[config.mk]
export PLATFORM = sky130hd
export DESIGN_NAME = proportional_count_distributor_flat
export DESIGN_NICKNAME = d
export VERILOG_FILES = /design/src/sv/pcd_pkg.sv /design/src/sv/pcd_req_if.sv /design/src/sv/pcd_rsp_if.sv /design/src/sv/pcd_ctrl.sv /design/src/sv/pcd_datapath.sv /design/src/sv/proportional_count_distributor.sv /design/src/flat_wrapper.sv
export VERILOG_INCLUDE_DIRS = /design/src /design/src/sv
export SDC_FILE = /design/constraint.sdc
export NUM_CORES = 2
export LEC_CHECK = 0
export ABC_AREA = 1
export BUFFER_PORTS_ARGS = -buffer_cell sky130_fd_sc_hd__buf_2
export CAP_MARGIN = 20
export CELL_PAD_IN_SITES_DETAIL_PLACEMENT = 1
export CELL_PAD_IN_SITES_GLOBAL_PLACEMENT = 2
export CORE_UTILIZATION = 44
export CTS_BUF_LIST = sky130_fd_sc_hd__clkbuf_2
export CTS_CLUSTER_SIZE = 8
export DETAILED_ROUTE_END_ITERATION = 8
export GPL_ROUTABILITY_DRIVEN = 1
export PLACE_DENSITY = 0.8
export SETUP_SLACK_MARGIN = 0.4
export SYNTH_ARGS = -nofsm -noshare
export SYNTH_HDL_FRONTEND = slang
export SYNTH_SLANG_ARGS = --single-unit
export TNS_END_PERCENT = 20
[constraint.sdc]
create_clock -name clock -period 9.4 [get_ports clock]
set_input_delay 0.94 -clock clock [delete_from_list [all_inputs] [get_ports clock]]
set_output_delay 0.94 -clock clock [all_outputs]
set_load 0.05 [all_outputs]
[src/sv/proportional_count_distributor_defines.svh]
// ----------------------------------------------------------------------------
// Proportional count distributor: assertion macros
// Shared macros that write the concurrent checks of the block.
// ----------------------------------------------------------------------------
`ifndef PROPORTIONAL_COUNT_DISTRIBUTOR_DEFINES_SVH
`define PROPORTIONAL_COUNT_DISTRIBUTOR_DEFINES_SVH

// Same-cycle implication, disabled while reset is high.
`define PCD_ASSERT_IMPL(lbl, clk, rst, ante, cons, msg) \
   lbl: assert property (@(posedge clk) disable iff (rst) (ante) |-> (cons)) \
      else $error(msg);

// Next-cycle implication, disabled while reset is high.
`define PCD_ASSERT_NEXT(lbl, clk, rst, ante, cons, msg) \
   lbl: assert property (@(posedge clk) disable iff (rst) (ante) |=> (cons)) \
      else $error(msg);

`endif

[src/sv/pcd_pkg.sv]
// ----------------------------------------------------------------------------
// Proportional count distributor package
// Field widths and the command and status groups between controller and
// datapath.
// ----------------------------------------------------------------------------
package pcd_pkg;

   localparam int WEIGHT_W  = 16;
   localparam int TOTAL_W   = 16;
   localparam int SUM_W     = 22;
   localparam int PROD_W    = TOTAL_W + SUM_W;
   localparam int INDEX_W   = 6;
   localparam int DIV_STEPS = TOTAL_W;
   localparam int DIV_CNT_W = $clog2(DIV_STEPS);

   // Commands from the controller to the datapath.
   typedef struct packed {
      logic load;      // a weight beat is accepted
      logic start;     // the accepted beat was the last one
      logic rd;        // read the weight of the current frame
      logic acc;       // add the read weight to the prefix sum
      logic mul;       // form total times prefix and load the divider
      logic div_step;  // one quotient bit
      logic emit;      // write the result of the current frame
   } cmd_type;

   // Status from the datapath to the controller.
   typedef struct packed {
      logic zero;        // weight sum of the batch is zero
      logic div_last;    // this divider step is the final one
      logic frame_last;  // current frame is the last loaded one
      logic out_free;    // the result register can take a new value
   } sts_type;

endpackage

[src/sv/pcd_req_if.sv]
// ----------------------------------------------------------------------------
// Weight request channel
// Valid/ready channel that carries one frame weight per beat.
// ----------------------------------------------------------------------------
interface pcd_req_if;

   logic                           valid;
   logic                           ready;
   logic [pcd_pkg::WEIGHT_W-1:0]   weight;
   logic                           last_weight;

   modport source (output valid, output weight, output last_weight, input ready);
   modport sink (input valid, input weight, input last_weight, output ready);

endinterface

[src/sv/pcd_rsp_if.sv]
// ----------------------------------------------------------------------------
// Frame count response channel
// Valid/ready channel that carries the count of one frame per beat.
// ----------------------------------------------------------------------------
interface pcd_rsp_if;

   logic                           valid;
   logic                           ready;
   logic [pcd_pkg::INDEX_W-1:0]    frame_index;
   logic [pcd_pkg::TOTAL_W-1:0]    frame_count;
   logic                           zero_sum;
   logic                           last_count;

   modport source (output valid, output frame_index, output frame_count,
                   output zero_sum, output last_count, input ready);
   modport sink (input valid, input frame_index, input frame_count,
                 input zero_sum, input last_count, output ready);

endinterface

[src/sv/pcd_ctrl.sv]
// ----------------------------------------------------------------------------
// Proportional count distributor controller
// Sequences loading and the per-frame read, prefix add, multiply, divide and emit steps.
// ----------------------------------------------------------------------------
module pcd_ctrl (
   input  logic             clock,
   input  logic             reset,
   input  logic             req_valid,
   input  logic             req_last,
   output logic             req_ready,
   input  pcd_pkg::sts_type sts,
   output pcd_pkg::cmd_type cmd
);

   localparam logic [2:0] ST_IDLE = 3'd0;
   localparam logic [2:0] ST_READ = 3'd1;
   localparam logic [2:0] ST_ACC  = 3'd2;
   localparam logic [2:0] ST_MUL  = 3'd3;
   localparam logic [2:0] ST_DIV  = 3'd4;
   localparam logic [2:0] ST_OUT  = 3'd5;

   logic [2:0] state_ff;
   logic [2:0] state_in;

   always_comb begin
      state_in  = state_ff;
      cmd       = '0;
      req_ready = 1'b0;
      case (state_ff)
         ST_IDLE: begin
            // No beat is taken while reset is high.
            req_ready = !reset;
            if (req_valid && !reset) begin
               cmd.load = 1'b1;
               if (req_last) begin
                  cmd.start = 1'b1;
                  state_in  = ST_READ;
               end
            end
         end
         ST_READ: begin
            cmd.rd   = 1'b1;
            state_in = ST_ACC;
         end
         ST_ACC: begin
            cmd.acc  = 1'b1;
            state_in = sts.zero ? ST_OUT : ST_MUL;
         end
         ST_MUL: begin
            cmd.mul  = 1'b1;
            state_in = ST_DIV;
         end
         ST_DIV: begin
            cmd.div_step = 1'b1;
            if (sts.div_last) begin
               state_in = ST_OUT;
            end
         end
         ST_OUT: begin
            if (sts.out_free) begin
               cmd.emit = 1'b1;
               state_in = sts.frame_last ? ST_IDLE : ST_READ;
            end
         end
         default: begin
            state_in = ST_IDLE;
         end
      endcase
   end

   always_ff @(posedge clock) begin
      if (reset) begin
         state_ff <= ST_IDLE;
      end else begin
         state_ff <= state_in;
      end
   end

endmodule

[src/sv/pcd_datapath.sv]
// ----------------------------------------------------------------------------
// Proportional count distributor datapath
// Weight store, running sum, prefix multiply, radix-2 divider and result
// register.
// ----------------------------------------------------------------------------
module pcd_datapath #(
   parameter int MAX_FRAMES = 64,
   parameter int AW         = 6,
   parameter int CW         = 7
) (
   input  logic                          clock,
   input  logic                          reset,
   input  pcd_pkg::cmd_type              cmd,
   output pcd_pkg::sts_type              sts,
   input  logic [pcd_pkg::WEIGHT_W-1:0]  req_weight,
   input  logic                          csr_we,
   input  logic [pcd_pkg::TOTAL_W-1:0]   csr_wdata,
   pcd_rsp_if.source                     rsp
);

   logic [pcd_pkg::WEIGHT_W-1:0]  mem [MAX_FRAMES];
   logic [pcd_pkg::WEIGHT_W-1:0]  rd_data_ff;

   logic [pcd_pkg::TOTAL_W-1:0]   total_ff;
   logic [pcd_pkg::SUM_W-1:0]     sum_ff;
   logic [CW-1:0]                 loaded_ff;
   logic [AW-1:0]                 idx_ff;
   logic [pcd_pkg::SUM_W-1:0]     prefix_ff;
   logic [pcd_pkg::TOTAL_W-1:0]   prev_ff;
   logic [pcd_pkg::SUM_W-1:0]     rem_ff;
   logic [pcd_pkg::TOTAL_W-1:0]   quo_ff;
   logic [pcd_pkg::DIV_CNT_W-1:0] div_cnt_ff;

   logic                          rsp_valid_ff;
   logic [pcd_pkg::INDEX_W-1:0]   rsp_index_ff;
   logic [pcd_pkg::TOTAL_W-1:0]   rsp_count_ff;
   logic                          rsp_zero_ff;
   logic                          rsp_last_ff;

   logic                          full;
   logic [pcd_pkg::PROD_W-1:0]    prod;
   logic [pcd_pkg::SUM_W+1:0]     trial;
   logic [pcd_pkg::TOTAL_W-1:0]   count;

   assign full = (loaded_ff == CW'(MAX_FRAMES));

   // The product is below 2^16 times the sum, so its upper part already
   // holds a partial remainder smaller than the divisor: 16 steps suffice.
   assign prod  = pcd_pkg::PROD_W'(total_ff) * pcd_pkg::PROD_W'(prefix_ff);
   assign trial = {1'b0, rem_ff, quo_ff[pcd_pkg::TOTAL_W-1]} - {2'b00, sum_ff};
   assign count = sts.zero ? '0 : (quo_ff - prev_ff);

   assign sts.zero       = (sum_ff == '0);
   assign sts.div_last   = (div_cnt_ff == pcd_pkg::DIV_CNT_W'(pcd_pkg::DIV_STEPS - 1));
   assign sts.frame_last = ((CW'(idx_ff) + CW'(1)) == loaded_ff);
   assign sts.out_free   = !rsp_valid_ff || rsp.ready;

   // Weight store: one write port on load, one registered read port.
   always_ff @(posedge clock) begin
      if (cmd.load && !full) begin
         mem[loaded_ff[AW-1:0]] <= req_weight;
      end
      if (cmd.rd) begin
         rd_data_ff <= mem[idx_ff];
      end
   end

   always_ff @(posedge clock) begin
      if (reset) begin
         total_ff     <= '0;
         sum_ff       <= '0;
         loaded_ff    <= '0;
         rsp_valid_ff <= 1'b0;
      end else begin
         if (csr_we) begin
            total_ff <= csr_wdata;
         end
         if (cmd.emit && sts.frame_last) begin
            sum_ff    <= '0;
            loaded_ff <= '0;
         end else if (cmd.load && !full) begin
            sum_ff    <= sum_ff + pcd_pkg::SUM_W'(req_weight);
            loaded_ff <= loaded_ff + CW'(1);
         end
         if (cmd.emit) begin
            rsp_valid_ff <= 1'b1;
         end else if (rsp.ready) begin
            rsp_valid_ff <= 1'b0;
         end
      end
   end

   always_ff @(posedge clock) begin
      if (cmd.start) begin
         idx_ff    <= '0;
         prefix_ff <= '0;
         prev_ff   <= '0;
      end
      if (cmd.acc) begin
         prefix_ff <= prefix_ff + pcd_pkg::SUM_W'(rd_data_ff);
      end
      if (cmd.mul) begin
         rem_ff     <= prod[pcd_pkg::PROD_W-1:pcd_pkg::TOTAL_W];
         quo_ff     <= prod[pcd_pkg::TOTAL_W-1:0];
         div_cnt_ff <= '0;
      end
      if (cmd.div_step) begin
         div_cnt_ff <= div_cnt_ff + pcd_pkg::DIV_CNT_W'(1);
         if (trial[pcd_pkg::SUM_W+1]) begin
            rem_ff <= {rem_ff[pcd_pkg::SUM_W-2:0], quo_ff[pcd_pkg::TOTAL_W-1]};
            quo_ff <= {quo_ff[pcd_pkg::TOTAL_W-2:0], 1'b0};
         end else begin
            rem_ff <= trial[pcd_pkg::SUM_W-1:0];
            quo_ff <= {quo_ff[pcd_pkg::TOTAL_W-2:0], 1'b1};
         end
      end
      if (cmd.emit) begin
         rsp_index_ff <= pcd_pkg::INDEX_W'(idx_ff);
         rsp_count_ff <= count;
         rsp_zero_ff  <= sts.zero;
         rsp_last_ff  <= sts.frame_last;
         prev_ff      <= quo_ff;
         idx_ff       <= idx_ff + AW'(1);
      end
   end

   assign rsp.valid       = rsp_valid_ff;
   assign rsp.frame_index = rsp_index_ff;
   assign rsp.frame_count = rsp_count_ff;
   assign rsp.zero_sum    = rsp_zero_ff;
   assign rsp.last_count  = rsp_last_ff;

endmodule

[src/sv/proportional_count_distributor.sv]
// ----------------------------------------------------------------------------
// Proportional count distributor
// Loads frame weights and hands a configured total out over the frames in
// proportion to their weights, with the remainder carried forward exactly.
// ----------------------------------------------------------------------------
//
//   Channel   Direction  Handshake      Carries
//   req_bus   in         valid/ready    weight, last_weight
//   rsp_bus   out        valid/ready    frame_index, frame_count, zero_sum,
//                                       last_count
//   csr       in         write enable   total_count
//
// Weight beats are taken at one per cycle; ready is low during reset and from
// the last beat until the final count sits in the result register.
// Each frame of the pass runs read, prefix add, multiply, 16 radix-2 divider steps
// and emit in that order; with a zero weight sum it runs read, prefix add and emit.
// Reset is synchronous and clears the batch and the total count register.
// A stalled result holds the pass at emit; the last one may wait while a batch loads.
// ----------------------------------------------------------------------------
`include "proportional_count_distributor_defines.svh"

module proportional_count_distributor #(
   parameter int MAX_FRAMES = 64
) (
   input  logic                         clock,
   input  logic                         reset,
   pcd_req_if.sink                      req_bus,
   pcd_rsp_if.source                    rsp_bus,
   input  logic                         csr_we,
   input  logic [pcd_pkg::TOTAL_W-1:0]  csr_wdata
);

   // Store address width and frame count width; a single-frame store still
   // keeps one address bit.
   localparam int AW = (MAX_FRAMES > 1) ? $clog2(MAX_FRAMES) : 1;
   localparam int CW = $clog2(MAX_FRAMES + 1);

   pcd_pkg::cmd_type cmd;
   pcd_pkg::sts_type sts;

   // The controller owns the handshake on the weight side and the order of
   // the per-frame steps; all arithmetic and storage sits in the datapath.
   pcd_ctrl u_ctrl (
      .clock     (clock),
      .reset     (reset),
      .req_valid (req_bus.valid),
      .req_last  (req_bus.last_weight),
      .req_ready (req_bus.ready),
      .sts       (sts),
      .cmd       (cmd)
   );

   // The datapath computes floor(total * prefix / sum) for each frame and
   // emits the difference to the previous floor, so counts add up exactly.
   pcd_datapath #(
      .MAX_FRAMES (MAX_FRAMES),
      .AW         (AW),
      .CW         (CW)
   ) u_datapath (
      .clock      (clock),
      .reset      (reset),
      .cmd        (cmd),
      .sts        (sts),
      .req_weight (req_bus.weight),
      .csr_we     (csr_we),
      .csr_wdata  (csr_wdata),
      .rsp        (rsp_bus)
   );

   // No divider or emit activity while weights are being taken.
   `PCD_ASSERT_IMPL(a_idle_no_pass, clock, reset, req_bus.ready, !cmd.div_step && !cmd.emit, "pass step while loading")
   // A result is never written over one that still waits.
   `PCD_ASSERT_IMPL(a_emit_free, clock, reset, cmd.emit, sts.out_free, "result overwritten")
   // A zero weight sum always yields zero counts.
   `PCD_ASSERT_IMPL(a_zero_count, clock, reset, rsp_bus.valid && rsp_bus.zero_sum, rsp_bus.frame_count == '0, "nonzero count on zero sum")
   // The last weight beat closes the input until the pass is done.
   `PCD_ASSERT_NEXT(a_start_blocks, clock, reset, cmd.start, !req_bus.ready, "ready after last beat")

endmodule
[src/flat_wrapper.sv]
// flat-port wrapper written by rule: the top's interface ports become plain ports
module proportional_count_distributor_flat 
#(
   parameter int MAX_FRAMES = 64
)
  (clock, reset, csr_we, csr_wdata, req_bus_valid, req_bus_weight, req_bus_last_weight, req_bus_ready, rsp_bus_valid, rsp_bus_frame_index, rsp_bus_frame_count, rsp_bus_zero_sum, rsp_bus_last_count, rsp_bus_ready);
  pcd_req_if req_bus_i ();
  pcd_rsp_if rsp_bus_i ();
  input  logic clock;
  input  logic reset;
  input  logic csr_we;
  input  logic [pcd_pkg::TOTAL_W-1:0] csr_wdata;
  input wire logic [$bits(req_bus_i.valid)-1:0] req_bus_valid;
  input wire logic [$bits(req_bus_i.weight)-1:0] req_bus_weight;
  input wire logic [$bits(req_bus_i.last_weight)-1:0] req_bus_last_weight;
  output wire logic [$bits(req_bus_i.ready)-1:0] req_bus_ready;
  output wire logic [$bits(rsp_bus_i.valid)-1:0] rsp_bus_valid;
  output wire logic [$bits(rsp_bus_i.frame_index)-1:0] rsp_bus_frame_index;
  output wire logic [$bits(rsp_bus_i.frame_count)-1:0] rsp_bus_frame_count;
  output wire logic [$bits(rsp_bus_i.zero_sum)-1:0] rsp_bus_zero_sum;
  output wire logic [$bits(rsp_bus_i.last_count)-1:0] rsp_bus_last_count;
  input wire logic [$bits(rsp_bus_i.ready)-1:0] rsp_bus_ready;
  assign req_bus_i.valid = req_bus_valid;
  assign req_bus_i.weight = req_bus_weight;
  assign req_bus_i.last_weight = req_bus_last_weight;
  assign req_bus_ready = req_bus_i.ready;
  assign rsp_bus_valid = rsp_bus_i.valid;
  assign rsp_bus_frame_index = rsp_bus_i.frame_index;
  assign rsp_bus_frame_count = rsp_bus_i.frame_count;
  assign rsp_bus_zero_sum = rsp_bus_i.zero_sum;
  assign rsp_bus_last_count = rsp_bus_i.last_count;
  assign rsp_bus_i.ready = rsp_bus_ready;
  proportional_count_distributor #(.MAX_FRAMES(MAX_FRAMES)) u_core (.clock(clock), .reset(reset), .req_bus(req_bus_i), .rsp_bus(rsp_bus_i), .csr_we(csr_we), .csr_wdata(csr_wdata));
endmodule
==> results.cfg <==
[power_and_ir_drop]
power.switching_mw = 6.49
switching_share_pct = 40.9
vdd.ir_drop.worst_uv = 220
p_leak_nw = 29.0
p_int_mw = 9.38
comb_power_share_pct = 38.5
power.density_mw_per_mm2 = 226
seq_power_share_pct = 39.3
power.share.clock_pct = 22.2

[placed_design]
port_buffers = 63
dp_hpwl_um = 137000
place.gp.congestion = 0.890

[setup_path]
cp.required_ns = 10.62
rr_endpoint = u_core.u_datapath.rem_ff[0]
cp_data_arrival_time_ns = 7.99
slowest_delay_ns = 1.13
regToRegSetupSlack_ns = 2.63
cp-end-kind = register
startpoint_type = register
worstPathCellList = nand2_1 -> fa_1 -> fa_1 -> fa_1 -> fa_1 -> inv_1 -> fa_1 -> fa_1 -> ha_1 -> nand2_1 -> inv_1 -> a21oi_1 -> nor2_1 -> nor2_1 -> nand2_1 -> o21ai_0 -> nand2_1
cp_max_fo = 23
cp_common_cell = fa_1
r2r_start = u_core.u_datapath.total_ff[3]
crit_slowest_cell = dfxtp_1
critPathKind = register to register
r2r_cells = 17

[clock_network]
clock_latency_ns = 1.67
cts_made_buffers = 332
htree_levels = 5
cts_tree = yes
cts_num_sinks = 1199
clk_pin_slew_worst_paths_ns = 0.11
clk_path_buf_depth = 4
cts_setup_buffers = 0
clock-root-buffer = clkbuf_2

[die]
initial_utilization_pct = 44.5
pin_count = 64
die-area_mm2 = 0.148
rows = 139
coreArea_mm2 = 0.144
die_y_um = 384
die_w_um = 384

[route]
first_iter_violations = 3292
postRouteWirelength_um = 209000
dr.pass1.iters = 5
post_drt_wl_per_cell_um = 23.6
drc = 0
viasPerCell = 5.47
routed-via-count = 48400
postRouteAntennaNets = 0

[logic_synthesis]
avgSynthCellArea_um2 = 9.96
yosysMostFrequentCell = nand2_1
netlist_area_mm2 = 0.0643
synthMuxAreaShare_pct = 0
yosysTopAreaCell = edfxtp_1
ys_seq_area_share_pct = 55.2
synth_edf_count = 1150
synth_warnings = 0
async_reset_ff_share_pct = 0
syn-num-nets = 6961
synth_common_cells = nand2_1, edfxtp_1, nor2_1, inv_1, o21ai_0
synth_xor_area_share_pct = 0.450
synth_top_area_share_pct = 53.7
synthTopCellsByArea = edfxtp_1, fa_1, nand2_1, o21ai_0, nor2_1
synthFlopType = edfxtp_1
synth-simple-area-share_pct = 15.5
synth_top_family_by_area = simple AND/OR/NAND/NOR gates
syn_inst = 6458
ys_types = 46
synth-compound-area-share_pct = 9.48
synth_fa_ha_area_share_pct = 12.3
ys_ff_latch = 1199

[timing]
finalMaxSlewViolations = 0
slew_headroom_pct = 19.7
fmaxAchievable_mhz = 148
holdWs_ns = 0.204
hold_viol = 0
min_period_over_period_pct = 72.0
setup_viol = 0
tns_ns = 0
fin_worst_skew_ns = 0.264
rsz0062_at_grt = false
worst_slew_pin_slew_ns = 1.20
fin_crit_ns = 6.77

[cells_and_area]
synthToLayoutAreaGrowth_pct = 8.98
drive_gt1_share_pct = 10.7
fin_nets = 7241

[global_routing]
grtUsageTotal_pct = 28.5
grt_max_degree = 208
grt_pass1_wl_um = 314000
grt-ovfl-total = 0
grt_pass1_vias = 51200
antenna_found_initial = 14

[worst_hold_path]
holdPathStages = 5
hold_path_end = u_core.u_datapath.prefix_ff[14]
worstHoldPathType = primary input to register
worstHoldStart = req_bus_last_weight

[job]
maxCapViolCount = 0

[run_status]
outcome = complete, no violations
-- flip-flops by register name, indices dropped and copies added (netlist names) --
register	flops
u_core.u_datapath.div_cnt_ff	4
u_core.u_datapath.rem_ff	22
u_core.u_datapath.loaded_ff	7
u_core.u_datapath.prefix_ff	22
u_core.u_ctrl.state_ff	3
u_core.u_datapath.rsp.last_count	1
u_core.u_datapath.rsp.frame_index	6
u_core.u_datapath.prev_ff	16
u_core.u_datapath.rsp.valid	1
u_core.u_datapath.quo_ff	16
u_core.u_datapath.rsp.frame_count	16
u_core.u_datapath.idx_ff	6
u_core.u_datapath.mem	1024
u_core.u_datapath.rd_data_ff	16
u_core.u_datapath.total_ff	16
u_core.u_datapath.rsp.zero_sum	1
u_core.u_datapath.sum_ff	22
-- routing by layer --
layer	vias up	global-route usage [%]	wire [µm]
li1	22300	-	-
met1	24500	36.5	88400
met2	1311	49.0	104000
met3	374	3.86	9860
met4	6	10.3	6950
met5	-	0	34
-- power by group through the flow --
| stage | Sequential, mW | Clock, mW | Combinational, mW |
|---|---|---|---|
| after global placement | 6.36 | 0 | 6.08 |
| after detailed placement | 6.36 | 0 | 6.15 |
| final | 6.24 | 3.52 | 6.11 |
| after global routing | 6.24 | 3.84 | 6.87 |
| after floorplan | 6.24 | 0 | 3.96 |
| after CTS | 6.24 | 3.63 | 6.23 |
-- layout by cell type (no fill, tap or decap), drive strengths merged --
cell type    instances
nand2             1356
edfxtp            1150
inv                811
nor2               807
o21ai              637
clkbuf             477
fa                 282
o22ai              240
nand3              235
a21oi              230
buf                199
ha                 183
dlygate4sd3         72
clkinv              61
dfxtp               49
nand4               44
nor3                31
xnor2               17
xor2                16
diode               14
o21bai              11
nand3b              10
or2                  6
o21a                 4
a21o                 4
a31oi                4
nor3b                4
and2                 2
nor4                 1
o31ai                1
a211oi               1
a21boi               1
o41ai                1
-- cell type report --
class                      instances  area, µm²
inverter                         806       3050
tap                             1903       2380
sequential                      1199      35500
clock inverter                    66        256
antenna                           14       35.0
fill                           16500      74300
multi-input combinational       4128      24300
clock buffer                     477       2390
timing repair buffer             271       2150
-- cell families (layout without fill, tap and decap cells) --
| group | count (synthesis) | count (layout) |
|---|---|---|
| xor+xnor | 33 | 33 |
| simple gates | 2496 | 2496 |
| other cells | 0 | 14 |
| fa+ha+maj | 465 | 465 |
| compound gates | 1134 | 1134 |
| flops | 1199 | 1199 |
| buf+inv | 1131 | 1620 |
-- stage by stage --
| step | area (µm²) | setup WS [ns] | instances | utilization, % | total power [mW] |
|---|---|---|---|---|---|
| final | 70100 | 2.63 | 8864 | 48.5 | 15.9 |
| after global routing | 70100 | 2.27 | 8858 | 48.5 | 17.0 |
| after CTS | 70000 | 2.44 | 8846 | 48.5 | 16.1 |
| after detailed placement | 66600 | 2.68 | 8231 | 46.1 | 12.5 |
| after global placement | 66600 | 2.66 | 8229 | 46.1 | 12.4 |
| after floorplan | 64300 | 3.81 | 6458 | - | 10.2 |
-- timing repair --
| item | CTS | global route |
|---|---|---|
| hold endpoints to repair | 283 | 0 |
| hold buffers | 72 | 0 |
| resized for setup | 0 | 0 |
-- worst max-delay path, delay by kind of cell (launching register included) --
family	cells	cell delay, ns
AO/OA/AOI/OAI	2	0.90
adder cells (fa/ha/maj)	7	3.50
buffers and inverters	2	0.10
flip-flops	1	1.13
AND/OR/NAND/NOR	6	0.72
-- how the worst max path moves through the flow --
stage	from	endpoint	slack [ns]	cells past startpoint
after floorplan	u_core.u_datapath.prefix_ff[16]	u_core.u_datapath.rem_ff[7]	3.81	24
after global placement	u_core.u_datapath.total_ff[1]	u_core.u_datapath.rem_ff[2]	2.66	19
after detailed placement	u_core.u_datapath.total_ff[5]	u_core.u_datapath.rem_ff[2]	2.68	19
after CTS	u_core.u_datapath.total_ff[5]	u_core.u_datapath.rem_ff[2]	2.44	19
after global routing	u_core.u_datapath.total_ff[3]	u_core.u_datapath.rem_ff[7]	2.27	22
final	u_core.u_datapath.total_ff[3]	u_core.u_datapath.rem_ff[0]	2.63	17
Power figures use the tool's default switching activity.
